`src/rtl/sqs_pkg.sv`:
```
// Shared types, codes and cue tables of the sound cue sequencer.
package sqs_pkg;

  // Command codes
  localparam logic [1:0] CMD_TICK    = 2'd0;
  localparam logic [1:0] CMD_EVENTS  = 2'd1;
  localparam logic [1:0] CMD_SILENCE = 2'd2;

  // Voice codes
  localparam logic [1:0] VOICE_CUE    = 2'd0;
  localparam logic [1:0] VOICE_ENGINE = 2'd1;
  localparam logic [1:0] VOICE_NOISE  = 2'd2;

  // Action codes
  localparam logic [1:0] ACT_SET     = 2'd0;
  localparam logic [1:0] ACT_ATTACK  = 2'd1;
  localparam logic [1:0] ACT_RELEASE = 2'd2;

  // Cue identifiers
  localparam logic [1:0] CUE_DIED   = 2'd0;
  localparam logic [1:0] CUE_RECORD = 2'd1;
  localparam logic [1:0] CUE_LAUNCH = 2'd2;
  localparam logic [1:0] CUE_MILE   = 2'd3;

  localparam logic [2:0]  POS_NONE        = 3'b111;
  localparam logic [10:0] ENGINE_BASE     = 11'd430;
  localparam logic [10:0] NOISE_FREQ_HIGH = 11'd1800;
  localparam logic [10:0] NOISE_FREQ_LOW  = 11'd800;

  localparam int RES_SLOTS = 4;
  localparam int QDEPTH    = 2;

  typedef struct packed {
    logic [1:0]  voice;
    logic [1:0]  action;
    logic [10:0] frequency;
  } result_t;

  // All results caused by one request, packed for the queue
  typedef struct packed {
    result_t [RES_SLOTS-1:0] res;
    logic [1:0]              last_idx;
  } bundle_t;

  typedef struct packed {
    logic    valid;
    bundle_t head;
  } qhead_t;

  function automatic logic [2:0] cue_count(input logic [1:0] cue);
    logic [2:0] n;
    unique case (cue)
      CUE_DIED:   n = 3'd3;
      CUE_RECORD: n = 3'd3;
      CUE_LAUNCH: n = 3'd2;
      CUE_MILE:   n = 3'd1;
      default:    n = 3'd0;
    endcase
    return n;
  endfunction

  function automatic logic [10:0] cue_freq(input logic [1:0] cue, input logic [1:0] idx);
    logic [10:0] f;
    f = 11'd0;
    unique case (cue)
      CUE_DIED: begin
        unique case (idx)
          2'd0:    f = 11'd600;
          2'd1:    f = 11'd480;
          default: f = 11'd410;
        endcase
      end
      CUE_RECORD: begin
        unique case (idx)
          2'd0:    f = 11'd784;
          2'd1:    f = 11'd988;
          default: f = 11'd1319;
        endcase
      end
      CUE_LAUNCH: f = (idx == 2'd0) ? 11'd520 : 11'd780;
      CUE_MILE:   f = 11'd1046;
      default:    f = 11'd0;
    endcase
    return f;
  endfunction

  function automatic logic [7:0] cue_len(input logic [1:0] cue, input logic [1:0] idx);
    logic [7:0] l;
    l = 8'd0;
    unique case (cue)
      CUE_DIED: begin
        unique case (idx)
          2'd0:    l = 8'd5;
          2'd1:    l = 8'd9;
          default: l = 8'd20;
        endcase
      end
      CUE_RECORD: l = (idx == 2'd2) ? 8'd16 : 8'd5;
      CUE_LAUNCH: l = (idx == 2'd0) ? 8'd3 : 8'd8;
      CUE_MILE:   l = 8'd4;
      default:    l = 8'd0;
    endcase
    return l;
  endfunction

endpackage

```
`src/rtl/sqs_if.sv`:
```
// Request and result channel interfaces of the sound cue sequencer.
interface sqs_event_if;
  logic       valid;
  logic       ready;
  logic [1:0] cmd;
  logic [7:0] rev;
  logic       offroad;
  logic       cornered;
  logic       died;
  logic       record;
  logic       launched;
  logic       milestone;

  modport source (output valid, cmd, rev, offroad, cornered, died, record, launched,
                  milestone, input ready);
  modport sink   (input valid, cmd, rev, offroad, cornered, died, record, launched,
                  milestone, output ready);
endinterface

interface sqs_result_if;
  logic        valid;
  logic        ready;
  logic [1:0]  voice;
  logic [1:0]  action;
  logic [10:0] frequency;
  logic        last;

  modport source (output valid, voice, action, frequency, last, input ready);
  modport sink   (input valid, voice, action, frequency, last, output ready);
endinterface

```
`src/rtl/sqs_front.sv`:
```
// Front end: accept requests, update voice and cue state, build the result bundle.
module sqs_front #(
  parameter int MAX_STEPS = 4
) (
  input  logic              clk,
  input  logic              rst_n,
  sqs_event_if.sink         in_ch,
  input  logic              enabled,
  input  logic              q_full,
  output logic              push,
  output sqs_pkg::bundle_t  bundle
);

  logic [1:0] cue_r, cue_nxt;
  logic [2:0] total_r, total_nxt;
  logic [2:0] pos_r, pos_nxt;
  logic [7:0] ticks_r, ticks_nxt;
  logic       eng_r, eng_nxt;
  logic       noise_r, noise_nxt;
  logic       noise_high_r, noise_high_nxt;

  logic                                     accept;
  sqs_pkg::result_t [sqs_pkg::RES_SLOTS-1:0] cand;
  logic [sqs_pkg::RES_SLOTS-1:0]             cand_v;
  logic [2:0]                                nres;
  logic [2:0]                                pos_adv;
  logic [1:0]                                new_cue;
  logic                                      load;
  logic [2:0]                                new_count;

  assign in_ch.ready = !q_full;
  assign accept      = in_ch.valid && in_ch.ready;

  always_comb begin
    cue_nxt        = cue_r;
    total_nxt      = total_r;
    pos_nxt        = pos_r;
    ticks_nxt      = ticks_r;
    eng_nxt        = eng_r;
    noise_nxt      = noise_r;
    noise_high_nxt = noise_high_r;
    cand           = '0;
    cand_v         = '0;
    pos_adv        = pos_r;
    new_cue        = sqs_pkg::CUE_MILE;
    load           = 1'b0;
    new_count      = 3'd0;

    unique case (in_ch.cmd)
      sqs_pkg::CMD_TICK: begin
        if (ticks_r != 8'd0) begin
          ticks_nxt = ticks_r - 8'd1;
        end else begin
          // advance the step position, saturating at the cue length
          if (pos_r == sqs_pkg::POS_NONE) begin
            pos_adv = 3'd0;
          end else if (pos_r < total_r) begin
            pos_adv = pos_r + 3'd1;
          end
          pos_nxt = pos_adv;
          if (pos_adv >= total_r) begin
            if (total_r != 3'd0) begin
              cand_v[0] = 1'b1;
              cand[0]   = '{sqs_pkg::VOICE_CUE, sqs_pkg::ACT_RELEASE, 11'd0};
              total_nxt = 3'd0;
            end
          end else begin
            ticks_nxt = sqs_pkg::cue_len(cue_r, pos_adv[1:0]);
            cand_v[0] = 1'b1;
            if (sqs_pkg::cue_freq(cue_r, pos_adv[1:0]) == 11'd0) begin
              cand[0] = '{sqs_pkg::VOICE_CUE, sqs_pkg::ACT_RELEASE, 11'd0};
            end else begin
              cand[0] = '{sqs_pkg::VOICE_CUE, sqs_pkg::ACT_ATTACK,
                          sqs_pkg::cue_freq(cue_r, pos_adv[1:0])};
            end
          end
        end
      end
      sqs_pkg::CMD_EVENTS: begin
        if (enabled) begin
          if (in_ch.rev != 8'd0) begin
            cand_v[0] = 1'b1;
            cand[0]   = '{sqs_pkg::VOICE_ENGINE,
                          eng_r ? sqs_pkg::ACT_SET : sqs_pkg::ACT_ATTACK,
                          sqs_pkg::ENGINE_BASE + {2'b00, in_ch.rev, 1'b0}};
            eng_nxt   = 1'b1;
          end else if (eng_r) begin
            cand_v[0] = 1'b1;
            cand[0]   = '{sqs_pkg::VOICE_ENGINE, sqs_pkg::ACT_RELEASE, 11'd0};
            eng_nxt   = 1'b0;
          end

          if (in_ch.offroad || in_ch.cornered) begin
            if (!noise_r || (noise_high_r != in_ch.cornered)) begin
              cand_v[1]      = 1'b1;
              cand[1]        = '{sqs_pkg::VOICE_NOISE,
                                 noise_r ? sqs_pkg::ACT_SET : sqs_pkg::ACT_ATTACK,
                                 in_ch.cornered ? sqs_pkg::NOISE_FREQ_HIGH
                                                : sqs_pkg::NOISE_FREQ_LOW};
              noise_high_nxt = in_ch.cornered;
              noise_nxt      = 1'b1;
            end
          end else if (noise_r) begin
            cand_v[1] = 1'b1;
            cand[1]   = '{sqs_pkg::VOICE_NOISE, sqs_pkg::ACT_RELEASE, 11'd0};
            noise_nxt = 1'b0;
          end

          priority if (in_ch.died) begin
            load      = 1'b1;
            new_cue   = sqs_pkg::CUE_DIED;
            cand_v[2] = 1'b1;
            cand[2]   = '{sqs_pkg::VOICE_ENGINE, sqs_pkg::ACT_RELEASE, 11'd0};
            cand_v[3] = 1'b1;
            cand[3]   = '{sqs_pkg::VOICE_NOISE, sqs_pkg::ACT_RELEASE, 11'd0};
            eng_nxt   = 1'b0;
            noise_nxt = 1'b0;
          end else if (in_ch.record) begin
            load    = 1'b1;
            new_cue = sqs_pkg::CUE_RECORD;
          end else if (in_ch.launched) begin
            load    = 1'b1;
            new_cue = sqs_pkg::CUE_LAUNCH;
          end else if (in_ch.milestone) begin
            load    = 1'b1;
            new_cue = sqs_pkg::CUE_MILE;
          end else begin
            load = 1'b0;
          end

          if (load) begin
            // truncate the cue to the step store depth
            new_count = sqs_pkg::cue_count(new_cue);
            cue_nxt   = new_cue;
            total_nxt = (32'(new_count) < MAX_STEPS) ? new_count : 3'(MAX_STEPS);
            pos_nxt   = sqs_pkg::POS_NONE;
            ticks_nxt = 8'd0;
          end
        end
      end
      sqs_pkg::CMD_SILENCE: begin
        cand_v    = 4'b0111;
        cand[0]   = '{sqs_pkg::VOICE_CUE, sqs_pkg::ACT_RELEASE, 11'd0};
        cand[1]   = '{sqs_pkg::VOICE_ENGINE, sqs_pkg::ACT_RELEASE, 11'd0};
        cand[2]   = '{sqs_pkg::VOICE_NOISE, sqs_pkg::ACT_RELEASE, 11'd0};
        total_nxt = 3'd0;
        eng_nxt   = 1'b0;
        noise_nxt = 1'b0;
      end
      default: begin
        cand_v = '0;
      end
    endcase
  end

  // pack the candidate results into consecutive slots
  always_comb begin
    bundle = '0;
    nres   = 3'd0;
    for (int i = 0; i < sqs_pkg::RES_SLOTS; i++) begin
      if (cand_v[i]) begin
        bundle.res[nres[1:0]] = cand[i];
        nres                  = nres + 3'd1;
      end
    end
    bundle.last_idx = 2'(nres - 3'd1);
  end

  assign push = accept && (nres != 3'd0);

  always_ff @(posedge clk) begin
    if (!rst_n) begin
      cue_r        <= sqs_pkg::CUE_DIED;
      total_r      <= 3'd0;
      pos_r        <= 3'd0;
      ticks_r      <= 8'd0;
      eng_r        <= 1'b0;
      noise_r      <= 1'b0;
      noise_high_r <= 1'b0;
    end else if (accept) begin
      cue_r        <= cue_nxt;
      total_r      <= total_nxt;
      pos_r        <= pos_nxt;
      ticks_r      <= ticks_nxt;
      eng_r        <= eng_nxt;
      noise_r      <= noise_nxt;
      noise_high_r <= noise_high_nxt;
    end
  end

endmodule

```
`src/rtl/sqs_queue.sv`:
```
// Two-entry bundle queue between the front end and the result sequencer.
module sqs_queue (
  input  logic             clk,
  input  logic             rst_n,
  input  logic             push,
  input  sqs_pkg::bundle_t push_data,
  output logic             full,
  input  logic             pop,
  output sqs_pkg::qhead_t  head
);

  localparam int PW = $clog2(sqs_pkg::QDEPTH);
  localparam int CW = $clog2(sqs_pkg::QDEPTH + 1);

  sqs_pkg::bundle_t mem_r [sqs_pkg::QDEPTH];
  logic [PW-1:0]    wr_ptr_r, wr_ptr_nxt;
  logic [PW-1:0]    rd_ptr_r, rd_ptr_nxt;
  logic [CW-1:0]    cnt_r, cnt_nxt;
  logic             do_push, do_pop;

  assign full       = (cnt_r == CW'(sqs_pkg::QDEPTH));
  assign head.valid = (cnt_r != '0);
  assign head.head  = mem_r[rd_ptr_r];

  assign do_push = push && !full;
  assign do_pop  = pop && head.valid;

  always_comb begin
    wr_ptr_nxt = wr_ptr_r;
    rd_ptr_nxt = rd_ptr_r;
    cnt_nxt    = cnt_r;
    if (do_push) begin
      wr_ptr_nxt = (32'(wr_ptr_r) == sqs_pkg::QDEPTH - 1) ? '0 : wr_ptr_r + PW'(1);
    end
    if (do_pop) begin
      rd_ptr_nxt = (32'(rd_ptr_r) == sqs_pkg::QDEPTH - 1) ? '0 : rd_ptr_r + PW'(1);
    end
    if (do_push && !do_pop) begin
      cnt_nxt = cnt_r + CW'(1);
    end else if (do_pop && !do_push) begin
      cnt_nxt = cnt_r - CW'(1);
    end
  end

  always_ff @(posedge clk) begin
    if (!rst_n) begin
      wr_ptr_r <= '0;
      rd_ptr_r <= '0;
      cnt_r    <= '0;
    end else begin
      wr_ptr_r <= wr_ptr_nxt;
      rd_ptr_r <= rd_ptr_nxt;
      cnt_r    <= cnt_nxt;
    end
  end

  always_ff @(posedge clk) begin
    if (do_push) begin
      mem_r[wr_ptr_r] <= push_data;
    end
  end

endmodule

```
`src/rtl/sqs_back.sv`:
```
// Back end: walk the head bundle and hand out one result per cycle while the output is ready.
module sqs_back (
  input  logic            clk,
  input  logic            rst_n,
  input  sqs_pkg::qhead_t head,
  output logic            pop,
  sqs_result_if.source    out_ch
);

  logic [1:0]       idx_r, idx_nxt;
  sqs_pkg::result_t cur;
  logic             is_last;
  logic             take;

  assign cur     = head.head.res[idx_r];
  assign is_last = (idx_r == head.head.last_idx);
  assign take    = out_ch.valid && out_ch.ready;

  assign out_ch.valid     = head.valid;
  assign out_ch.voice     = cur.voice;
  assign out_ch.action    = cur.action;
  assign out_ch.frequency = cur.frequency;
  assign out_ch.last      = is_last;

  // drop the bundle once its final result is taken
  assign pop = take && is_last;

  always_comb begin
    idx_nxt = idx_r;
    if (take) begin
      idx_nxt = is_last ? 2'd0 : idx_r + 2'd1;
    end
  end

  always_ff @(posedge clk) begin
    if (!rst_n) begin
      idx_r <= 2'd0;
    end else begin
      idx_r <= idx_nxt;
    end
  end

endmodule

```
`src/rtl/sound_cue_sequencer.sv`:
```
// The results of a request are registered in the bundle queue before the back end hands them out.
// Requests: one per cycle while the queue has room; a request causes 0 to 4 results, handed
//   out one per output handshake.
// The two-entry bundle queue sets how far the front end may run ahead of the output.
// Reset (rst_n low, synchronous): queue empty, all voices idle, no cue loaded, enabled set.
module sound_cue_sequencer #(
  parameter int MAX_STEPS = 4
) (
  input  logic          clk,
  input  logic          rst_n,
  sqs_event_if.sink     in_ch,
  sqs_result_if.source  out_ch,
  input  logic          cfg_we,
  input  logic          cfg_wdata
);

  // enabled register: gates event requests only; ticks and silence always act
  logic enabled_r;

  // front-to-queue and queue-to-back connections
  logic             q_full;
  logic             q_push;
  sqs_pkg::bundle_t q_bundle;
  logic             q_pop;
  sqs_pkg::qhead_t  q_head;

  always_ff @(posedge clk) begin
    if (!rst_n) begin
      enabled_r <= 1'b1;
    end else if (cfg_we) begin
      enabled_r <= cfg_wdata;
    end
  end

  // Front end: accept a request whenever the queue has room, update the engine,
  // noise and cue state at once, and hand the results of the request over as one
  // bundle. Requests with no results push nothing.
  sqs_front #(
    .MAX_STEPS (MAX_STEPS)
  ) u_front (
    .clk     (clk),
    .rst_n   (rst_n),
    .in_ch   (in_ch),
    .enabled (enabled_r),
    .q_full  (q_full),
    .push    (q_push),
    .bundle  (q_bundle)
  );

  // Queue: hold finished bundles so the front end keeps taking requests while
  // the output channel stalls, until the queue is full.
  sqs_queue u_queue (
    .clk       (clk),
    .rst_n     (rst_n),
    .push      (q_push),
    .push_data (q_bundle),
    .full      (q_full),
    .pop       (q_pop),
    .head      (q_head)
  );

  // Back end: advance through the head bundle one result per handshake, mark the
  // final one, then pop it.
  sqs_back u_back (
    .clk    (clk),
    .rst_n  (rst_n),
    .head   (q_head),
    .pop    (q_pop),
    .out_ch (out_ch)
  );

`ifndef ASSERT_OFF
  // A release never carries a frequency.
  a_release_zero_freq: assert property (@(posedge clk) disable iff (!rst_n)
    (out_ch.valid && (out_ch.action == sqs_pkg::ACT_RELEASE)) |-> (out_ch.frequency == 11'd0))
    else $error("release result with nonzero frequency");

  // The cue voice is only attacked or released, never retuned.
  a_cue_no_set: assert property (@(posedge clk) disable iff (!rst_n)
    (out_ch.valid && (out_ch.voice == sqs_pkg::VOICE_CUE)) |-> (out_ch.action != sqs_pkg::ACT_SET))
    else $error("cue voice got a set-frequency action");

  // A bundle taken before its final result keeps the output valid.
  a_bundle_continues: assert property (@(posedge clk) disable iff (!rst_n)
    (out_ch.valid && out_ch.ready && !out_ch.last) |=> out_ch.valid)
    else $error("result bundle cut short");
`endif

endmodule

```
`src/flat_wrapper.sv`:
```
// flat-port wrapper written by rule: the top's interface ports become plain ports
module sound_cue_sequencer_flat 
#(
  parameter int MAX_STEPS = 4
)
  (clk, rst_n, cfg_we, cfg_wdata, in_ch_valid, in_ch_cmd, in_ch_rev, in_ch_offroad, in_ch_cornered, in_ch_died, in_ch_record, in_ch_launched, in_ch_milestone, in_ch_ready, out_ch_valid, out_ch_voice, out_ch_action, out_ch_frequency, out_ch_last, out_ch_ready);
  sqs_event_if in_ch_i ();
  sqs_result_if out_ch_i ();
  input  logic clk;
  input  logic rst_n;
  input  logic cfg_we;
  input  logic cfg_wdata;
  input wire logic [$bits(in_ch_i.valid)-1:0] in_ch_valid;
  input wire logic [$bits(in_ch_i.cmd)-1:0] in_ch_cmd;
  input wire logic [$bits(in_ch_i.rev)-1:0] in_ch_rev;
  input wire logic [$bits(in_ch_i.offroad)-1:0] in_ch_offroad;
  input wire logic [$bits(in_ch_i.cornered)-1:0] in_ch_cornered;
  input wire logic [$bits(in_ch_i.died)-1:0] in_ch_died;
  input wire logic [$bits(in_ch_i.record)-1:0] in_ch_record;
  input wire logic [$bits(in_ch_i.launched)-1:0] in_ch_launched;
  input wire logic [$bits(in_ch_i.milestone)-1:0] in_ch_milestone;
  output wire logic [$bits(in_ch_i.ready)-1:0] in_ch_ready;
  output wire logic [$bits(out_ch_i.valid)-1:0] out_ch_valid;
  output wire logic [$bits(out_ch_i.voice)-1:0] out_ch_voice;
  output wire logic [$bits(out_ch_i.action)-1:0] out_ch_action;
  output wire logic [$bits(out_ch_i.frequency)-1:0] out_ch_frequency;
  output wire logic [$bits(out_ch_i.last)-1:0] out_ch_last;
  input wire logic [$bits(out_ch_i.ready)-1:0] out_ch_ready;
  assign in_ch_i.valid = in_ch_valid;
  assign in_ch_i.cmd = in_ch_cmd;
  assign in_ch_i.rev = in_ch_rev;
  assign in_ch_i.offroad = in_ch_offroad;
  assign in_ch_i.cornered = in_ch_cornered;
  assign in_ch_i.died = in_ch_died;
  assign in_ch_i.record = in_ch_record;
  assign in_ch_i.launched = in_ch_launched;
  assign in_ch_i.milestone = in_ch_milestone;
  assign in_ch_ready = in_ch_i.ready;
  assign out_ch_valid = out_ch_i.valid;
  assign out_ch_voice = out_ch_i.voice;
  assign out_ch_action = out_ch_i.action;
  assign out_ch_frequency = out_ch_i.frequency;
  assign out_ch_last = out_ch_i.last;
  assign out_ch_i.ready = out_ch_ready;
  sound_cue_sequencer #(.MAX_STEPS(MAX_STEPS)) u_core (.clk(clk), .rst_n(rst_n), .in_ch(in_ch_i), .out_ch(out_ch_i), .cfg_we(cfg_we), .cfg_wdata(cfg_wdata));
endmodule
```
`config.mk`:
```
export PLATFORM = sky130hd
export DESIGN_NAME = sound_cue_sequencer_flat
export DESIGN_NICKNAME = d
export VERILOG_FILES = /design/src/rtl/sqs_pkg.sv /design/src/rtl/sqs_if.sv /design/src/rtl/sqs_front.sv /design/src/rtl/sqs_queue.sv /design/src/rtl/sqs_back.sv /design/src/rtl/sound_cue_sequencer.sv /design/src/flat_wrapper.sv
export SDC_FILE = /design/constraint.sdc
export NUM_CORES = 1
export LEC_CHECK = 0
export BUFFER_PORTS_ARGS = -buffer_cell sky130_fd_sc_hd__buf_2
export CORE_MARGIN = 2
export CORE_UTILIZATION = 50
export DETAILED_ROUTE_END_ITERATION = 10
export PLACE_DENSITY_LB_ADDON = 0.12
export SETUP_SLACK_MARGIN = 0.3
export SYNTH_ARGS = -nofsm -noshare
export SYNTH_HDL_FRONTEND = slang
export SYNTH_SLANG_ARGS = --single-unit
```
`constraint.sdc`:
```
create_clock -name clk -period 11.8 [get_ports clk]
set_input_delay 2.36 -clock clk [delete_from_list [all_inputs] [get_ports clk]]
set_output_delay 2.36 -clock clk [all_outputs]
set_load 0.005 [all_outputs]
```
[Word level (Yosys, flattened, before mapping)]
Memories as Yosys holds them, arrays and structs flattened. A register that Yosys moved wholly into a read port is not among the register bits.
Index checks and enable logic that the tools add are counted.
Cells by class
  multiplexer cells: 112
  magnitude comparators: 10
  reductions and logical operators: 39
  add/sub/neg operators: 12
  eq/ne operators: 21
Operator list (count)
  $mux 60: 4
  $bwmux 60: 3
  $mux 15: 11
  $demux 15 s2: 3
  $pmux 30 s2: 1
  $mux 3: 19
  $pmux 15 s3: 1
  $mux 11: 4
  $pmux 11 s4: 1
  $mux 8: 4
  $pmux 8 s4: 1
  $mux 1: 31
  $bmux 15 s2: 1
  $mux 30: 1
  $mux 14: 2
  $mux 13: 2
  $pmux 11 s2: 1
  $pmux 10 s2: 1
  $pmux 3 s3: 2
  $mux 2: 8
  $pmux 8 s2: 1
  $reduce_bool 8->1: 2
  $reduce_and 5->1: 3
  $eq 2x2->1 const B: 7
  37 further kinds: 80
Word-level totals
  output and inout bits: 18
  memory bits (writable): 124
  bits in registers: 26
  input bits: 22
  memories kept: 1
Memories
  u_core.u_queue.mem_r: words 2, width 62, rd ports 1, clocked after Yosys merged registers in 1, wr ports 1, RTL line sqs_queue.sv:15  | sqs_pkg::bundle_t mem_r [sqs_pkg::QDEPTH];

[Logic depth before layout (Yosys ltp)]
Gate-level depths: netlist (run 1).
  depth in word-level cells: 23
  gate-level depth with buffers: 21
  mapped depth without buffers: 20

[Modules after synthesis]
Synthesis (run 1) repeated with hierarchy kept, for this count alone.
Unflattened totals
  cell total of the unflattened synthesis: 652
  area, all modules: 8109.0 µm²
Modules (own cells, without submodules)
  sqs_queue: instances 1, seq. area each 3823.7 µm², cells each 218, area each 4708.3 µm²
  sqs_front: instances 1, seq. area each 360.3 µm², cells each 396, area each 2854.0 µm²
  sqs_back: instances 1, seq. area each 40.0 µm², cells each 35, area each 513.0 µm²
  sound_cue_sequencer: instances 1, seq. area each 20.0 µm², cells each 3, area each 33.8 µm²

[Least setup slack after synthesis (run 1)]
OpenSTA, ideal clock, no wires.
  path type: input to register
  start: input port in_ch_cmd[1]
  end: memory u_core.u_queue.mem_r[0][0] (netlist name) (enable)
  setup time: 0.421 ns
  arrival time: 6.533 ns
  required time: 11.379 ns
  path slack: 4.847 ns
  path buffers: 2
  stages on the path: 17
  cells stage by stage: inv_1 > ha_1 > and2_1 > clkbuf_8 > and3_1 > o21ai_0 > o21ai_0 > ha_1 > clkbuf_1 > xor2_1 > ha_1 > mux2i_1 > ha_1 > nand3_1 > nor2_1 > a311oi_2 > nor2b_1
On the way
  longest elaborated chain between the ends: 14
  elaborated cells on any way between the ends: 17
RTL lines
  start, declared: RTL line flat_wrapper.sv:14  | input wire logic [$bits(in_ch_i.cmd)-1:0] in_ch_cmd;
  $eq 2x2->1 (tied with other cells): RTL line sqs_front.sv:49  | unique case (in_ch.cmd)
  $pmux 1 s3: RTL line sqs_front.sv:49
  $mux 1: RTL line sqs_front.sv:161  | if (cand_v[i]) begin
  $add 3x1->3: RTL line sqs_front.sv:163  | nres = nres + 3'd1;
  $mux 3: RTL line sqs_front.sv:161
  $add 3x1->3: RTL line sqs_front.sv:163
  $mux 3: RTL line sqs_front.sv:161
  $add 3x1->3: RTL line sqs_front.sv:163
  $mux 3 *: RTL line sqs_front.sv:161
  $reduce_bool 3->1 *: RTL line sqs_front.sv:169  | assign push = accept && (nres != 3'd0);
  $logic_and 1x1->1 *: RTL line sqs_front.sv:169
  $logic_and 1x1->1 *: RTL line sqs_queue.sv:25  | assign do_push = push && !full;
  named net u_core.u_queue.do_push: RTL line sqs_queue.sv:19  | logic do_push, do_pop;
  $mux 1 *: RTL line sqs_queue.sv:58  | if (do_push) begin
  $mux 1 (implied by the code) *: RTL line sqs_queue.sv:59  | mem_r[wr_ptr_r] <= push_data;
  end, declared: RTL line sqs_queue.sv:15
The timed path passes the listed nets; every way through them passes the cells marked *.

[Final worst setup path (run 1)]
  start: input port in_ch_cmd[1]
  end: memory u_core.u_queue.mem_r[0][12] (netlist name) (enable)
The elaborated chain is that of the path after synthesis.

==> results, run 1 <==
- The flow ran to the end, and the final reports show no timing, DRC or antenna violations.
- The number of CTS-inserted buffers is 9.
- The largest stage delay on the critical path is 0.65 ns.
- 40 I/O pins were placed.
- The worst hold path belongs to the class reg2reg.
- The setup path with the least slack is of type in2reg.
- When the netlist entered floorplanning its net count stood at 536.
- The clock passes through at most 2 buffers.
- In this run the power spent charging and discharging nets is about 290 uW.
- The count of buffers inserted at the top-level ports is 39.
- The final period utilization is 56.2%.
- The tree is rooted in a sky130_fd_sc_hd__clkbuf_8.
- The floorplan has 36 rows.
- For this block, the via count after detailed routing is 3,902.
- The CTS sink count is 86.
- The TritonCTS clock tree is done.
- The tool flagged a number of max-cap violations equal to 0.
- Once the floorplan was initialized, standard cells occupied 51.7% of the core.
- For this run, the total global-route usage over all layers was measured as 21.1%.
- The largest net degree at the start of global routing is 31.
- The count of H-tree levels built during CTS is 3.
- The core region is 9820 sq um.
- The fraction of power consumed by the clock network is between 20% and 30%.
- The net total in the final layout is 567.
- The share of cells above drive strength 1 is 17.0%.
- Yosys printed 0 warnings.
- STA puts the critical path data required time at 11.82 ns.
- Counting flops with a built-in enable in the synthesized netlist gives 60.
- STA classifies the critical path startpoint as a primary input.
- The critical path data arrival time is 6.64 ns.
- The number of gates resized after CTS was 0.
- The later pin in the worst-skew pair is clocked with a latency of 0.36 ns.
- The register bit count reported by yosys is 86.
- The floorplan step set the die width to between 100 and 150 microns.
- The part of the power in combinational logic is between 30% and 40%.
- Summed over all layers, the global routing overflow is 0.
- Counting cells, the worst reg-to-reg path comes to 17.
- The iteration count of the initial detailed-routing pass is 5.
- The async set-reset flop share out of synthesis is 0%.
- For the final database, setup skew stands at 0.0146 ns.
- The first routing iteration left 279 violations.
- The diode insertion count for antenna repair is 0.
- Cell internal power was estimated by the tool at 559 uW.
- The final number of hold-violating endpoints came to 0.
- The number of post-CTS setup repair buffers is 0.
- The remaining max-slew budget at the tightest pin is a little under 50%.
- In this run the number of cells on the critical path is 16.
- By instance count, the cell type seen most on the critical path is sky130_fd_sc_hd__ha_1.
- The post-synthesis average cell area is 10.3 sq um.
- At the end of routability-driven placement, the weighted congestion stood at 0.869.
- Relative to the synthesized area, the layout overhead comes to 8.31%.
- The half-perimeter wire length of the detailed placement result is 8.33 mm.
- The placed standard-cell area is 5330 sq um.
- Counting instances, the worst hold path has a depth of 2.
- After clock tree synthesis, the clock-pin slew on the worst setup and hold paths is 0.09 ns.
- The final instance area is 5500 sq um.
- The first global-routing pass estimated 18.4 mm of wire.
- Grouping stages by cell kind, the critical path spends the most delay in adder cells.
- The post-layout minimum cycle time is 6.63 ns.
- The synthesized area is 5070 sq um.
- The height of the die is between 100 and 150 microns.
- The critical path's slowest cell is sky130_fd_sc_hd__ha_1.
- In this run switching power makes up 34.1% of total power.
- The highest net fanout along the worst path is 30.
- The share of total power dissipated in sequential elements is 46.1%.
- The number of DRC violations after detailed routing is 0.
- Derived from the worst setup path, the maximum achievable clock frequency is 151 MHz.
- STA classifies the critical path endpoint as a flop.
- The worst-case IR drop observed on VDD is 0.0000713 V.
- The number of buffers and inverters on the critical path is 3.
- The share of synthesized area occupied by flip-flops and latches is 45.8%.
- The initial antenna violation count came to 0.
- The smallest hold slack is slightly below 0.5 ns.
- After detailed routing, the number of vias per cell comes to 5.89.
- Setup repair after global routing left no endpoint under its margin.
- The total negative slack for setup checks is 0 ns.
- The routed wire length is approximately 11 mm.
- The measured slew at the worst slew-check pin is 0.760 ns.
- The routed wirelength normalized by instance count is around 17 microns.
- The number of instances in the synthesized netlist is 493.
- The signal on the critical path passes through buf_2 -> inv_1 -> ha_1 -> and2_1 -> nand3_1 -> o21ai_0 -> ha_1 -> xor2_1 -> ha_1 -> mux2i_1 -> ha_1 -> nand3_1 -> nor2_1 -> a311oi_2 -> nor2b_2 -> buf_4.
- The detail route stage leaves a number of antenna-violating nets equal to 0.
- In this run the power density over the cells is 154 nW/um^2.
- The count of final max-slew check failures is 0.
- The via count of the first global-routing pass is roughly 3,600.
- The flip-flop cell with the highest count after synthesis is sky130_fd_sc_hd__edfxtp_1.
- Buffers inserted to repair hold after CTS numbered 0.
- After synthesis, the netlist uses 73 different library cells.
- The area of the die is around 11,000 sq um.
- Setup violations remaining at the end of the flow were counted as 0.
- Summed over all cells, the static leakage comes to 0.00195 uW.
[cell type report]
cell class	count	area (sq um)
inverters	22	82.6
multi-input cells	362	2530
repair buffers	43	225
flip-flops and latches	86	2320
well taps	133	166
fillers	928	4320
clock inverters	5	35.0
clock buffers	11	131
[flip-flops by register name, summed over array words and instances, names as in the netlist, named ones only]
name / count
u_core.u_queue.mem_r: 60
u_core.enabled_r: 1
u_core.u_front.noise_r: 1
u_core.u_front.pos_r: 3
u_core.u_back.idx_r: 2
u_core.u_queue.cnt_r: 2
u_core.u_front.eng_r: 1
u_core.u_front.total_r: 2
u_core.u_queue.rd_ptr_r: 1
u_core.u_queue.wr_ptr_r: 1
u_core.u_front.cue_r: 2
u_core.u_front.noise_high_r: 1
u_core.u_front.ticks_r: 8
[worst paths after layout]
path / start / endpoint / slack, ns
setup reg to reg: u_core.u_front.ticks_r[0]$_SDFFE_PN0P_ / u_core.u_queue.mem_r[0][12]$_DFFE_PP_ / 7.34
hold / removal: u_core.u_front.total_r[1]$_SDFFE_PN0P_ / u_core.u_front.total_r[1]$_SDFFE_PN0P_ / 0.48
hold reg to reg: u_core.u_front.total_r[1]$_SDFFE_PN0P_ / u_core.u_front.total_r[1]$_SDFFE_PN0P_ / 0.48
setup / recovery: in_ch_cmd[1] / u_core.u_queue.mem_r[0][12]$_DFFE_PP_ / 5.17
[per-stage QoR]
stage	util [%]	setup WS [ns]	cells	total power [uW]
after global routing	56.0	4.86	662	901
after detailed placement	54.3	4.88	646	671
after CTS	56.0	5.23	662	854
after floorplan	-	4.85	493	591
final	56.0	5.17	662	849
after global placement	54.3	5.00	646	666
[per-layer routing]
metal,GRT usage (%),share of wire (%),vias to the layer above
met2,32.2,45,109
met3,2.87,4.5,15
met5,0,0,-
met1,30.8,48,1883
li1,-,-,1895
met4,7.33,2.0,0
[cells in the mapped netlist (4+ instances only)]
library cell,number,share of area (%)
sky130_fd_sc_hd__edfxtp_1,60,36
sky130_fd_sc_hd__nor2_1,51,3.8
sky130_fd_sc_hd__nand2_1,37,2.7
sky130_fd_sc_hd__a21oi_1,30,3.0
sky130_fd_sc_hd__dfxtp_1,26,10
sky130_fd_sc_hd__o21ai_0,26,2.6
sky130_fd_sc_hd__ha_1,21,5.2
sky130_fd_sc_hd__inv_1,20,1.5
sky130_fd_sc_hd__mux2i_1,19,3.7
sky130_fd_sc_hd__nand3_1,17,1.7
sky130_fd_sc_hd__nor3_1,15,1.5
sky130_fd_sc_hd__nand2b_1,13,1.6
sky130_fd_sc_hd__clkbuf_1,9,0.67
sky130_fd_sc_hd__mux4_2,8,3.6
sky130_fd_sc_hd__nor2b_1,8,0.99
sky130_fd_sc_hd__buf_2,7,0.69
sky130_fd_sc_hd__nor4_1,7,0.86
sky130_fd_sc_hd__o21a_1,7,1.0
sky130_fd_sc_hd__xnor2_1,7,1.2
sky130_fd_sc_hd__mux2_2,6,1.3
sky130_fd_sc_hd__xor2_1,6,1.0
sky130_fd_sc_hd__a211oi_1,5,0.74
sky130_fd_sc_hd__o31ai_1,5,0.74
sky130_fd_sc_hd__or3_1,5,0.62
sky130_fd_sc_hd__o211ai_1,4,0.59
[cells in the final DEF, fill, tap and decap left out, types with 8 or more instances in the layout]
cell type and count:
sky130_fd_sc_hd__mux2i_1 19, sky130_fd_sc_hd__edfxtp_1 60, sky130_fd_sc_hd__clkbuf_8 9, sky130_fd_sc_hd__inv_1 20, sky130_fd_sc_hd__nand2_1 37, sky130_fd_sc_hd__a21oi_1 30, sky130_fd_sc_hd__nor3_1 15, sky130_fd_sc_hd__nand3_1 17
sky130_fd_sc_hd__buf_2 39, sky130_fd_sc_hd__dfxtp_1 26, sky130_fd_sc_hd__mux4_2 8, sky130_fd_sc_hd__nor2_1 51, sky130_fd_sc_hd__nand2b_1 13, sky130_fd_sc_hd__o21ai_0 26, sky130_fd_sc_hd__ha_1 21
[tightest hold or removal path, delay by kind of cell, from the launching register on]
| kind | cells | cell delay, ns |
|---|---|---|
| flip-flops | 1 | 0.33 |
| AND/OR/NAND/NOR | 1 | 0.06 |
| multiplexers | 1 | 0.06 |
[kinds of logic after synthesis]
| logic type | share of synthesized area [%] |
|---|---|
| mux | 8.63 |
| flops | 45.8 |
| buf+inv | 4.36 |
| compound gates | 16.5 |
| simple gates | 17.1 |
| xor+xnor | 2.24 |
| fa+ha+maj | 5.40 |
[power groups by stage]
stage	sequential [uW]	clock [uW]	combinational, uW
final	392	183	274
after CTS	392	188	275
after floorplan	388	0	203
after detailed placement	399	0	272
after global placement	397	0	270
after global routing	397	201	303
No activity file was read; power rests on OpenSTA's default activity.
==> inputs of run 2 (changes only) <==
--- a/config.mk
+++ b/config.mk
@@ -5,6 +5,7 @@
 export SDC_FILE = /design/constraint.sdc
 export NUM_CORES = 1
 export LEC_CHECK = 0
+export ABC_AREA = 1
 export BUFFER_PORTS_ARGS = -buffer_cell sky130_fd_sc_hd__buf_2
 export CORE_MARGIN = 2
 export CORE_UTILIZATION = 50
==> constraint.sdc (replaced) <==
create_clock -name clk -period 6.4 [get_ports clk]
set_input_delay 1.28 -clock clk [delete_from_list [all_inputs] [get_ports clk]]
set_output_delay 1.28 -clock clk [all_outputs]
set_load 0.005 [all_outputs]
==> results, run 2 <==
- The count of H-tree levels built during CTS came to 3 (unchanged).
- The power density over the cells is 294 nW/um^2 (was 154 nW/um^2).
- The final instance area came to 5460 sq um (was 5500 sq um).
- The xor-xnor portion of the synthesized cell area is 1.41% (was 2.24%).
- The routed wirelength normalized by instance count came to 14.1 microns (was 17.2 microns).
- The CTS sink count is 86 (unchanged).
- The most common cell in the synthesized netlist was sky130_fd_sc_hd__nand2_1 (was sky130_fd_sc_hd__edfxtp_1).
- The synthesized area is 4960 sq um (was 5070 sq um).
- The final number of hold-violating endpoints was 0 (unchanged).
- The number of distinct library cell variants in the gate-level netlist after synthesis is 40 (was 73).
- The core outline area is 9680 sq um (was 9820 sq um).
- The final-layout fill cell count is 907 (was 928).
- The synthesized netlist net count came to 649 (was 536).
- The critical path data required time is 6.33 ns (was 11.82 ns).
- The number of gates given a new drive strength after cts is 0 (unchanged).
- The count of final setup violators is 0 (unchanged).
- The smallest hold slack came to 0.463 ns (was 0.485 ns).
- Largest regs: u_core.u_queue.mem_r x60, u_core.u_front.ticks_r x8, u_core.u_front.pos_r x3 (unchanged).
- The iteration count of the initial detailed-routing pass is 6 (was 5).
- The total negative slack for setup checks is 0 ns (unchanged).
- The arithmetic-cell share of the synthesized area counting full adders, half adders and majority gates is 5.30% (was 5.40%).
- The remaining max-slew budget at the tightest pin is 37.3% (was 49.3%).
- The start-to-end type of the worst setup path is in2reg (unchanged).
- The number of post-CTS setup repair buffers was 0 (unchanged).
- Unrepaired setup endpoints after global routing: no (unchanged).
- The internal power component came to 997 uW (was 559 uW).
- The insertion delay of the later-clocked pin in the worst-skew pair is 0.36 ns (about the same).
- The path type of the worst min-delay path is reg2reg (unchanged).
- The routed via count divided by cell count is 5.22 (was 5.89).
- The share of cells above drive strength 1 is 14.7% (was 17.0%).
- The flop-to-flop setup slack is 2.46 ns (was 7.34 ns).
- The multiplexer share of the synthesized area is 0% (was 8.63%).
- The CTS root buffer is sky130_fd_sc_hd__clkbuf_8 (unchanged).
- The largest clock skew in the final design is 0.0202 ns (was 0.0146 ns).
- The switching share of total power is 37.8% (was 34.1%).
- The TritonCTS clock tree is done (unchanged).
- The global-route congestion overflow total is 0 (unchanged).
- The startpoint type of the worst setup path is a primary input (unchanged).
- The placed standard-cell area is 5280 sq um (was 5330 sq um).
- The register bit count reported by yosys is 86 (unchanged).
- The share of synthesized area occupied by flip-flops and latches was 46.8% (was 45.8%).
- The number of ports placed on the die boundary is 40 (unchanged).
- The part of the power in combinational logic is 34.4% (was 32.3%).
- The number of DRC violations after detailed routing is 0 (unchanged).
- The critical path data arrival time is 4.67 ns (was 6.64 ns).
- The area fraction of the dominant cell type after synthesis was 36.3% (was 35.5%).
- The reg-to-reg endpoint is u_core.u_queue.mem_r[1][3]$_DFFE_PP_ (was u_core.u_queue.mem_r[0][12]$_DFFE_PP_).
- The final antenna-violating net count came to 0 (unchanged).
- The register with the highest flop count is u_core.u_queue.mem_r (unchanged).
- The post-synthesis share of cell area spent on and, or, nand and nor gates came to 25.6% (was 17.1%).
- The combinational family with the most area after synthesis is simple AND/OR/NAND/NOR gates (unchanged).
- The height of the die came to 104 microns (was 105 microns).
- The net total in the final layout is 689 (was 567).
- The leakage power total was 0.00239 uW (was 0.00195 uW).
- The leading area contributor after synthesis is sky130_fd_sc_hd__edfxtp_1 (unchanged).
- The DRC violation total after the first TritonRoute iteration is 266 (was 279).
- The half-perimeter wire length of the detailed placement result came to 8.09 mm (was 8.33 mm).
- The largest buffer count on any clock path came to 2 (unchanged).
- The number of cells on the worst reg-to-reg path came to 20 (was 17).
- The hold path endpoint is u_core.u_front.noise_high_r$_SDFFE_PN0P_ (was u_core.u_front.total_r[1]$_SDFFE_PN0P_).
- The post-synthesis average cell area is 8.18 sq um (was 10.3 sq um).
- The diode insertion count for antenna repair is 0 (unchanged).
- The switching component of the power came to 606 uW (was 289 uW).
- The total via count after detailed routing is 4,089 (was 3,902).
- The first-pass GRT wire length is 18.3 mm (was 18.4 mm).
- The width of the die is 104 microns (was 105 microns).
- The number of instances in the synthesized netlist was 606 (was 493).
- The count of max-cap constraint violations is 0 (unchanged).
- The via count of the first global-routing pass was 3,846 (was 3,580).
- The reg-to-reg critical path startpoint is u_core.u_front.ticks_r[0]$_SDFFE_PN0P_ (unchanged).
- The flip-flop cell with the highest count after synthesis is sky130_fd_sc_hd__edfxtp_1 (unchanged).
- The standard-cell row count came to 36 (unchanged).
- The initial standard-cell utilization of the core is 51.2% (was 51.7%).
- The async set-reset flop share out of synthesis was 0% (unchanged).
- The area of the die was 10,700 sq um (was 11,000 sq um).
- The total routing usage reported by global routing is 21.0% (was 21.1%).
- Top library cells by usage in the layout, fill and taps aside: sky130_fd_sc_hd__nand2_1 (116), sky130_fd_sc_hd__nor2_1 (89), sky130_fd_sc_hd__inv_1 (65), sky130_fd_sc_hd__o21ai_0 (61), sky130_fd_sc_hd__edfxtp_1 (60) (was sky130_fd_sc_hd__edfxtp_1 (60), sky130_fd_sc_hd__nor2_1 (51), sky130_fd_sc_hd__buf_2 (39), sky130_fd_sc_hd__nand2_1 (37), sky130_fd_sc_hd__a21oi_1 (30)).
- Of the available clock period, the critical path in the final layout requires 74.0%.
- Top post-synthesis cells by area: sky130_fd_sc_hd__edfxtp_1 (36%), sky130_fd_sc_hd__dfxtp_1 (10%), sky130_fd_sc_hd__nand2_1 (8.8%) (was sky130_fd_sc_hd__edfxtp_1 (36%), sky130_fd_sc_hd__dfxtp_1 (10%), sky130_fd_sc_hd__ha_1 (5.2%)).
- The layout overhead on the synthesized area was 10.2% (was 8.31%).
- The worst hold path startpoint is u_core.u_front.noise_high_r$_SDFFE_PN0P_ (was u_core.u_front.total_r[1]$_SDFFE_PN0P_).
- The endpoint class of the critical path is a flop (unchanged).
- The number of stages on the worst hold path came to 2 (unchanged).
- Timing would allow up to 211 MHz.
- The weighted congestion at the end of routability-driven global placement is 0.829 (was 0.869).
- The maximum ir drop on the vdd rail came to 0.000138 V (was 0.0000713 V).
- The most common cell after layout, fill and taps aside is sky130_fd_sc_hd__nand2_1 (was sky130_fd_sc_hd__edfxtp_1).
- The post-synthesis compound-gate area fraction is 14.1% (was 16.5%).
- The count of final max-slew check failures came to 0 (unchanged).
- The highest net fanout along the worst path was 31 (was 30).
- The routed wire length is 11.0 mm (was 11.4 mm).
- The fraction of power consumed by the clock network is 22.3% (was 21.6%).
- Synth cell count leaders: sky130_fd_sc_hd__nand2_1 (116), sky130_fd_sc_hd__nor2_1 (90), sky130_fd_sc_hd__inv_1 (65) (was sky130_fd_sc_hd__edfxtp_1 (60), sky130_fd_sc_hd__nor2_1 (51), sky130_fd_sc_hd__nand2_1 (37)).
- The count of synthesis-stage warnings from yosys was 0 (unchanged).
- The post-CTS clock slew at the launch and capture registers of the worst setup and hold paths is 0.08 ns (was 0.09 ns).
- The number of synthesized flops with an enable pin is 60 (unchanged).
- Run status: completed (unchanged).
- The measured slew at the worst slew-check pin is 0.937 ns (was 0.760 ns).
- The number of flip-flops under the largest register name is 60 (unchanged).
- The number of CTS-inserted buffers is 9 (unchanged).
- The largest net degree at the start of global routing is 32 (was 31).
- The initial antenna violation count was 0 (unchanged).
- The hold buffer count at CTS came to 0 (unchanged).
- The fraction of power consumed by sequential logic is 43.3% (was 46.1%).
- The post-layout minimum cycle time is approximately 4.7 ns.
- The count of buffers inserted at the top-level ports is 39 (unchanged).
[run 2: cell types whose count changed in the layout (fill, tap and decap cells not counted), sizes merged, moves of 7 or more]
cell,change
nand2,+91
inv,+53
nor2,+49
o21ai,+37
mux2i,-19
nand3,+14
nand2b,-13
nor2b,-9
mux4,-8
a211oi,-7
a21oi,+7
[run 2: metal layers]
layer  part of all wire [%]  up-vias  global-route usage (%)
li1                       -     2105                       -
met4                    1.3        0                    6.56
met3                    2.3       15                    2.64
met2                     48       46                    35.7
met5                      0        -                       0
met1                     49     1923                    28.2
[run 2: stage by stage]
step	util, %	setup WS [ns]	power, uW	instances
floorplan	-	1.03	1100	606
global placement	54.5	1.41	1250	768
detailed placement	54.5	1.26	1260	768
CTS	56.4	1.63	1610	784
global route	56.4	1.26	1720	784
finish	56.4	1.66	1600	784
[run 2: power groups by stage]
stage          sequential (uW)  clock [uW]  combinational, uW
3_3_place_gp               706           0                543
3_5_place_dp               707           0                553
6_report                   694         358                552
2_1_floorplan              699           0                399
5_1_grt                    700         385                631
4_1_cts                    694         365                556
[run 2: cell type report]
| cell class | count | area (sq um) | share of cell area, % |
|---|---|---|---|
| timing repair buffer | 41 | 210 | 3.85 |
| clock buffer | 10 | 128 | 2.34 |
| sequential | 86 | 2320 | 42.5 |
| multi-input combinational | 434 | 2300 | 42.1 |
| tap | 133 | 166 | 3.05 |
| inverter | 74 | 283 | 5.18 |
| clock inverter | 6 | 52.6 | 0.962 |
[run 2: worst max-delay path by stage]
stage | start | endpoint | cells past startpoint
finish | in_ch_cmd[1] | u_core.u_queue.mem_r[1][3]$_DFFE_PP_ | 20
global route | in_ch_cmd[1] | u_core.u_queue.mem_r[1][7]$_DFFE_PP_ | 20
CTS | in_ch_cmd[1] | u_core.u_queue.mem_r[1][3]$_DFFE_PP_ | 20
detailed placement | in_ch_cmd[1] | u_core.u_queue.mem_r[1][6]$_DFFE_PP_ | 20
global placement | in_ch_cmd[1] | u_core.u_queue.mem_r[1][6]$_DFFE_PP_ | 20
floorplan | in_ch_cmd[1] | u_core.u_queue.mem_r[0][0]$_DFFE_PP_ | 19
[run 2: cells by family after synthesis]
logic type,Yosys count
adders and majority gates,21
DFF,86
AOI/OAI and AO/OA,126
xor gates and xnor gates,8
buffers and inverters,86
and+or+nand+nor,279
[run 2: critical path, cell delays in order]
cell,delay (ns)
sky130_fd_sc_hd__buf_2,0.12
sky130_fd_sc_hd__inv_1,0.06
sky130_fd_sc_hd__ha_1,0.28
sky130_fd_sc_hd__nand2_2,0.15
sky130_fd_sc_hd__inv_1,0.07
sky130_fd_sc_hd__nand2_2,0.14
sky130_fd_sc_hd__nand2_1,0.09
sky130_fd_sc_hd__nor2_1,0.09
sky130_fd_sc_hd__nand2_1,0.09
sky130_fd_sc_hd__nand2_4,0.17
sky130_fd_sc_hd__inv_2,0.09
sky130_fd_sc_hd__ha_1,0.21
sky130_fd_sc_hd__o21ai_0,0.36
sky130_fd_sc_hd__inv_1,0.14
sky130_fd_sc_hd__ha_1,0.29
sky130_fd_sc_hd__o21ai_0,0.16
sky130_fd_sc_hd__ha_1,0.22
sky130_fd_sc_hd__a31oi_4,0.11
sky130_fd_sc_hd__nand2_1,0.09
sky130_fd_sc_hd__clkinv_2,0.43
==> inputs of run 3 (changes only) <==
==> constraint.sdc (replaced) <==
create_clock -name clk -period 4.5 [get_ports clk]
set_input_delay 0.9 -clock clk [delete_from_list [all_inputs] [get_ports clk]]
set_output_delay 0.9 -clock clk [all_outputs]
set_load 0.005 [all_outputs]
==> results, run 3 (synthesis results as in run 2) <==
- The number of ports placed on the die boundary was 40 (unchanged).
- The critical path's slowest cell is sky130_fd_sc_hd__ha_1 (was sky130_fd_sc_hd__clkinv_2).
- The flop-to-flop setup slack was 0.87 ns (was 2.46 ns).
- The insertion delay of the later-clocked pin in the worst-skew pair is 0.37 ns (was 0.36 ns).
- The number of flip-flops under the largest register name is 60 (unchanged).
- Worst path cell trace: buf_2 -> inv_1 -> ha_4 -> inv_1 -> nor2_4 -> nand2_1 -> inv_2 -> nand2_1 -> nand2_2 -> ha_1 -> inv_1 -> nand2_1 -> nand2_1 -> inv_1 -> ha_1 -> o21ai_1 -> ha_2 -> a31oi_4 -> ha_1 -> a21oi_1 -> o21ai_1 -> o21ai_1 -> a21oi_1 (was buf_2 -> inv_1 -> ha_1 -> nand2_2 -> inv_1 -> nand2_2 -> nand2_1 -> nor2_1 -> nand2_1 -> nand2_4 -> inv_2 -> ha_1 -> o21ai_0 -> inv_1 -> ha_1 -> o21ai_0 -> ha_1 -> a31oi_4 -> nand2_1 -> clkinv_2).
- The reg-to-reg endpoint is u_core.u_queue.cnt_r[1]$_SDFFE_PN0P_ (was u_core.u_queue.mem_r[1][3]$_DFFE_PP_).
- The initial antenna violation count was 0 (unchanged).
- The DRC violation total after the first TritonRoute iteration is 243 (was 266).
- The post-CTS clock slew at the launch and capture registers of the worst setup and hold paths is 0.09 ns (was 0.08 ns).
- The standard-cell row count was 36 (unchanged).
- The power density over the cells is 422 nW/um^2 (was 294 nW/um^2).
- The remaining max-slew budget at the tightest pin is 36.6% (was 37.3%).
- The via count of the first global-routing pass was 3,981 (was 3,846).
- The critical path data required time is 4.76 ns (was 6.33 ns).
- The net total in the final layout was 696 (was 689).
- The CTS root buffer is sky130_fd_sc_hd__clkbuf_8 (unchanged).
- The half-perimeter wire length of the detailed placement result was 8.37 mm (was 8.09 mm).
- The total via count after detailed routing is 4,204 (was 4,089).
- The count of final max-slew check failures is 0 (unchanged).
- The most common cell after layout, fill and taps aside is sky130_fd_sc_hd__nand2_1 (unchanged).
- The maximum ir drop on the vdd rail is 0.000182 V (was 0.000138 V).
- The final instance area is 5580 sq um (was 5460 sq um).
- The iteration count of the initial detailed-routing pass is 5 (was 6).
- Largest regs: u_core.u_queue.mem_r x60, u_core.u_front.ticks_r x8, u_core.u_front.pos_r x3 (unchanged).
- Derived from the worst setup path, the maximum achievable clock frequency is approximately 260 MHz.
- The number of stages on the worst hold path is 2 (unchanged).
- The count of final setup violators came to 0 (unchanged).
- The final-layout fill cell count came to 927 (was 907).
- The largest buffer count on any clock path came to 2 (unchanged).
- The startpoint type of the worst setup path is a primary input (unchanged).
- The global-route congestion overflow total is 0 (unchanged).
- Top library cells by usage in the layout, fill and taps aside: sky130_fd_sc_hd__nand2_1 (115), sky130_fd_sc_hd__nor2_1 (89), sky130_fd_sc_hd__inv_1 (64), sky130_fd_sc_hd__edfxtp_1 (60), sky130_fd_sc_hd__o21ai_0 (57) (was sky130_fd_sc_hd__nand2_1 (116), sky130_fd_sc_hd__nor2_1 (89), sky130_fd_sc_hd__inv_1 (65), sky130_fd_sc_hd__o21ai_0 (61), sky130_fd_sc_hd__edfxtp_1 (60)).
- The number of DRC violations after detailed routing is 0 (unchanged).
- The start-to-end type of the worst setup path is in2reg (unchanged).
- The family of cells with the greatest summed delay on the critical path is adder cells (unchanged).
- The diode insertion count for antenna repair is 0 (unchanged).
- The layout overhead on the synthesized area is 12.5% (was 10.2%).
- The core outline area is 9680 sq um (unchanged).
- The TritonCTS clock tree is done (unchanged).
- The post-layout minimum cycle time is just under 4 ns.
- The initial standard-cell utilization of the core is 51.2% (unchanged).
- Unrepaired setup endpoints after global routing: no (unchanged).
- The number of CTS-inserted buffers came to 9 (unchanged).
- The largest clock skew in the final design came to 0.00726 ns (was 0.0202 ns).
- The count of max-cap constraint violations is 0 (unchanged).
- The measured slew at the worst slew-check pin is 0.948 ns (was 0.937 ns).
- The hold buffer count at CTS is 0 (unchanged).
- The height of the die is 104 microns (unchanged).
- The weighted congestion at the end of routability-driven global placement is 0.830 (was 0.829).
- The CTS sink count was 86 (unchanged).
- The reg-to-reg critical path startpoint is u_core.u_front.ticks_r[0]$_SDFFE_PN0P_ (unchanged).
- The register with the highest flop count is u_core.u_queue.mem_r (unchanged).
- The highest net fanout along the worst path is 4 (was 31).
- The path type of the worst min-delay path is reg2reg (unchanged).
- The count of H-tree levels built during CTS is 3 (unchanged).
- The number of buffers and inverters on the critical path is 6 (unchanged).
- The final antenna-violating net count is 0 (unchanged).
- The total negative slack for setup checks is 0 ns (unchanged).
- The leakage power total was 0.00244 uW (was 0.00239 uW).
- The area of the die is 10,700 sq um (unchanged).
- The placed standard-cell area is 5360 sq um (was 5280 sq um).
- The width of the die is 104 microns (unchanged).
- The largest net degree at the start of global routing is 31 (was 32).
- Dividing the final minimum period by the clock period gives 85.5%.
- The routed wirelength normalized by instance count is 14.3 microns (was 14.1 microns).
- The hold path endpoint is u_core.u_front.ticks_r[0]$_SDFFE_PN0P_ (was u_core.u_front.noise_high_r$_SDFFE_PN0P_).
- The number of cells on the worst reg-to-reg path is 24 (was 20).
- The worst hold path startpoint is u_core.u_front.ticks_r[0]$_SDFFE_PN0P_ (was u_core.u_front.noise_high_r$_SDFFE_PN0P_).
- The final number of hold-violating endpoints came to 0 (unchanged).
- The largest stage delay on the critical path was 0.33 ns (was 0.43 ns).
- The first-pass GRT wire length is 18.5 mm (was 18.3 mm).
- The share of cells above drive strength 1 is 16.1% (was 14.7%).
- The critical path data arrival time came to 4.11 ns (was 4.67 ns).
- The routed wire length is 11.3 mm (was 11.0 mm).
- Run status: completed (unchanged).
- The count of buffers inserted at the top-level ports is 39 (unchanged).
- The routed via count divided by cell count is 5.31 (was 5.22).
- The total routing usage reported by global routing was 21.4% (was 21.0%).
- The endpoint class of the critical path is a flop (unchanged).
-- run 3: cell type report --
cell class                 instances  area [sq um]  area share, %
sequential                        86          2320           41.6
multi-input combinational        434          2320           41.6
timing repair buffer              48           288           5.16
inverter                          74           283           5.07
tap                              133           166           2.98
clock buffer                      10           128           2.29
clock inverter                     6          68.8           1.23
-- run 3: timing repair --
item | CTS | global route
buffers inserted | 0 | 1
setup endpoints to repair | 0 | 5
gates resized for setup | 0 | 8
-- run 3: stage by stage --
| step | total power [uW] | hold WS [ns] | std cells | worst slack [ns] | util (%) |
|---|---|---|---|---|---|
| floorplan | 1560 | 0.439 | 606 | 0.318 | - |
| global placement | 1790 | 0.448 | 774 | 0.193 | 55.3 |
| detailed placement | 1810 | 0.457 | 774 | 0.0255 | 55.3 |
| CTS | 2360 | 0.471 | 790 | 0.419 | 57.3 |
| global route | 2510 | 0.507 | 791 | 0.336 | 57.6 |
| finish | 2350 | 0.469 | 791 | 0.651 | 57.6 |
-- run 3: worst max-delay path by stage --
stage                  from                                   end  slack, ns  cells past startpoint
2_1_floorplan  in_ch_cmd[1]  u_core.u_queue.mem_r[0][0]$_DFFE_PP_       0.32                     19
3_3_place_gp   in_ch_cmd[0]  u_core.u_queue.cnt_r[1]$_SDFFE_PN0P_       0.19                     23
3_5_place_dp   in_ch_cmd[0]  u_core.u_queue.cnt_r[1]$_SDFFE_PN0P_       0.03                     23
4_1_cts        in_ch_cmd[0]  u_core.u_queue.cnt_r[1]$_SDFFE_PN0P_       0.42                     23
5_1_grt        in_ch_cmd[0]  u_core.u_queue.cnt_r[1]$_SDFFE_PN0P_       0.34                     23
6_report       in_ch_cmd[0]  u_core.u_queue.cnt_r[1]$_SDFFE_PN0P_       0.65                     23
-- run 3: worst reg2reg max path, cell delays in order, from the launching register on --
cell and delay (ns):
sky130_fd_sc_hd__dfxtp_1 0.32, sky130_fd_sc_hd__inv_1 0.10, sky130_fd_sc_hd__ha_1 0.21, sky130_fd_sc_hd__nand2_2 0.11, sky130_fd_sc_hd__nor2_4 0.24, sky130_fd_sc_hd__nand2_2 0.09
sky130_fd_sc_hd__inv_2 0.09, sky130_fd_sc_hd__nand2_1 0.06, sky130_fd_sc_hd__nand2_1 0.10, sky130_fd_sc_hd__nand2_4 0.06, sky130_fd_sc_hd__inv_2 0.09, sky130_fd_sc_hd__ha_1 0.26
sky130_fd_sc_hd__inv_1 0.11, sky130_fd_sc_hd__nand2_1 0.06, sky130_fd_sc_hd__nand2_1 0.11, sky130_fd_sc_hd__inv_1 0.07, sky130_fd_sc_hd__ha_1 0.29, sky130_fd_sc_hd__o21ai_1 0.15
sky130_fd_sc_hd__ha_2 0.21, sky130_fd_sc_hd__a31oi_4 0.10, sky130_fd_sc_hd__ha_1 0.33, sky130_fd_sc_hd__a21oi_1 0.11, sky130_fd_sc_hd__o21ai_1 0.09, sky130_fd_sc_hd__o21ai_1 0.12
sky130_fd_sc_hd__a21oi_1 0.05
-- run 3: power by group --
part	internal (uW)	leakage, uW	switching (uW)
clock	261	0.0000989	296
combinational	277	0.00155	534
sequential	947	0.000798	39.1
-- run 3: layer usage --
metal,global-route usage [%],vias up,routed length (microns)
met1,27.3,2001,5260
li1,-,2128,-
met2,37.4,69,5620
met5,0,-,0
met4,6.37,0,89
met3,3.46,6,356
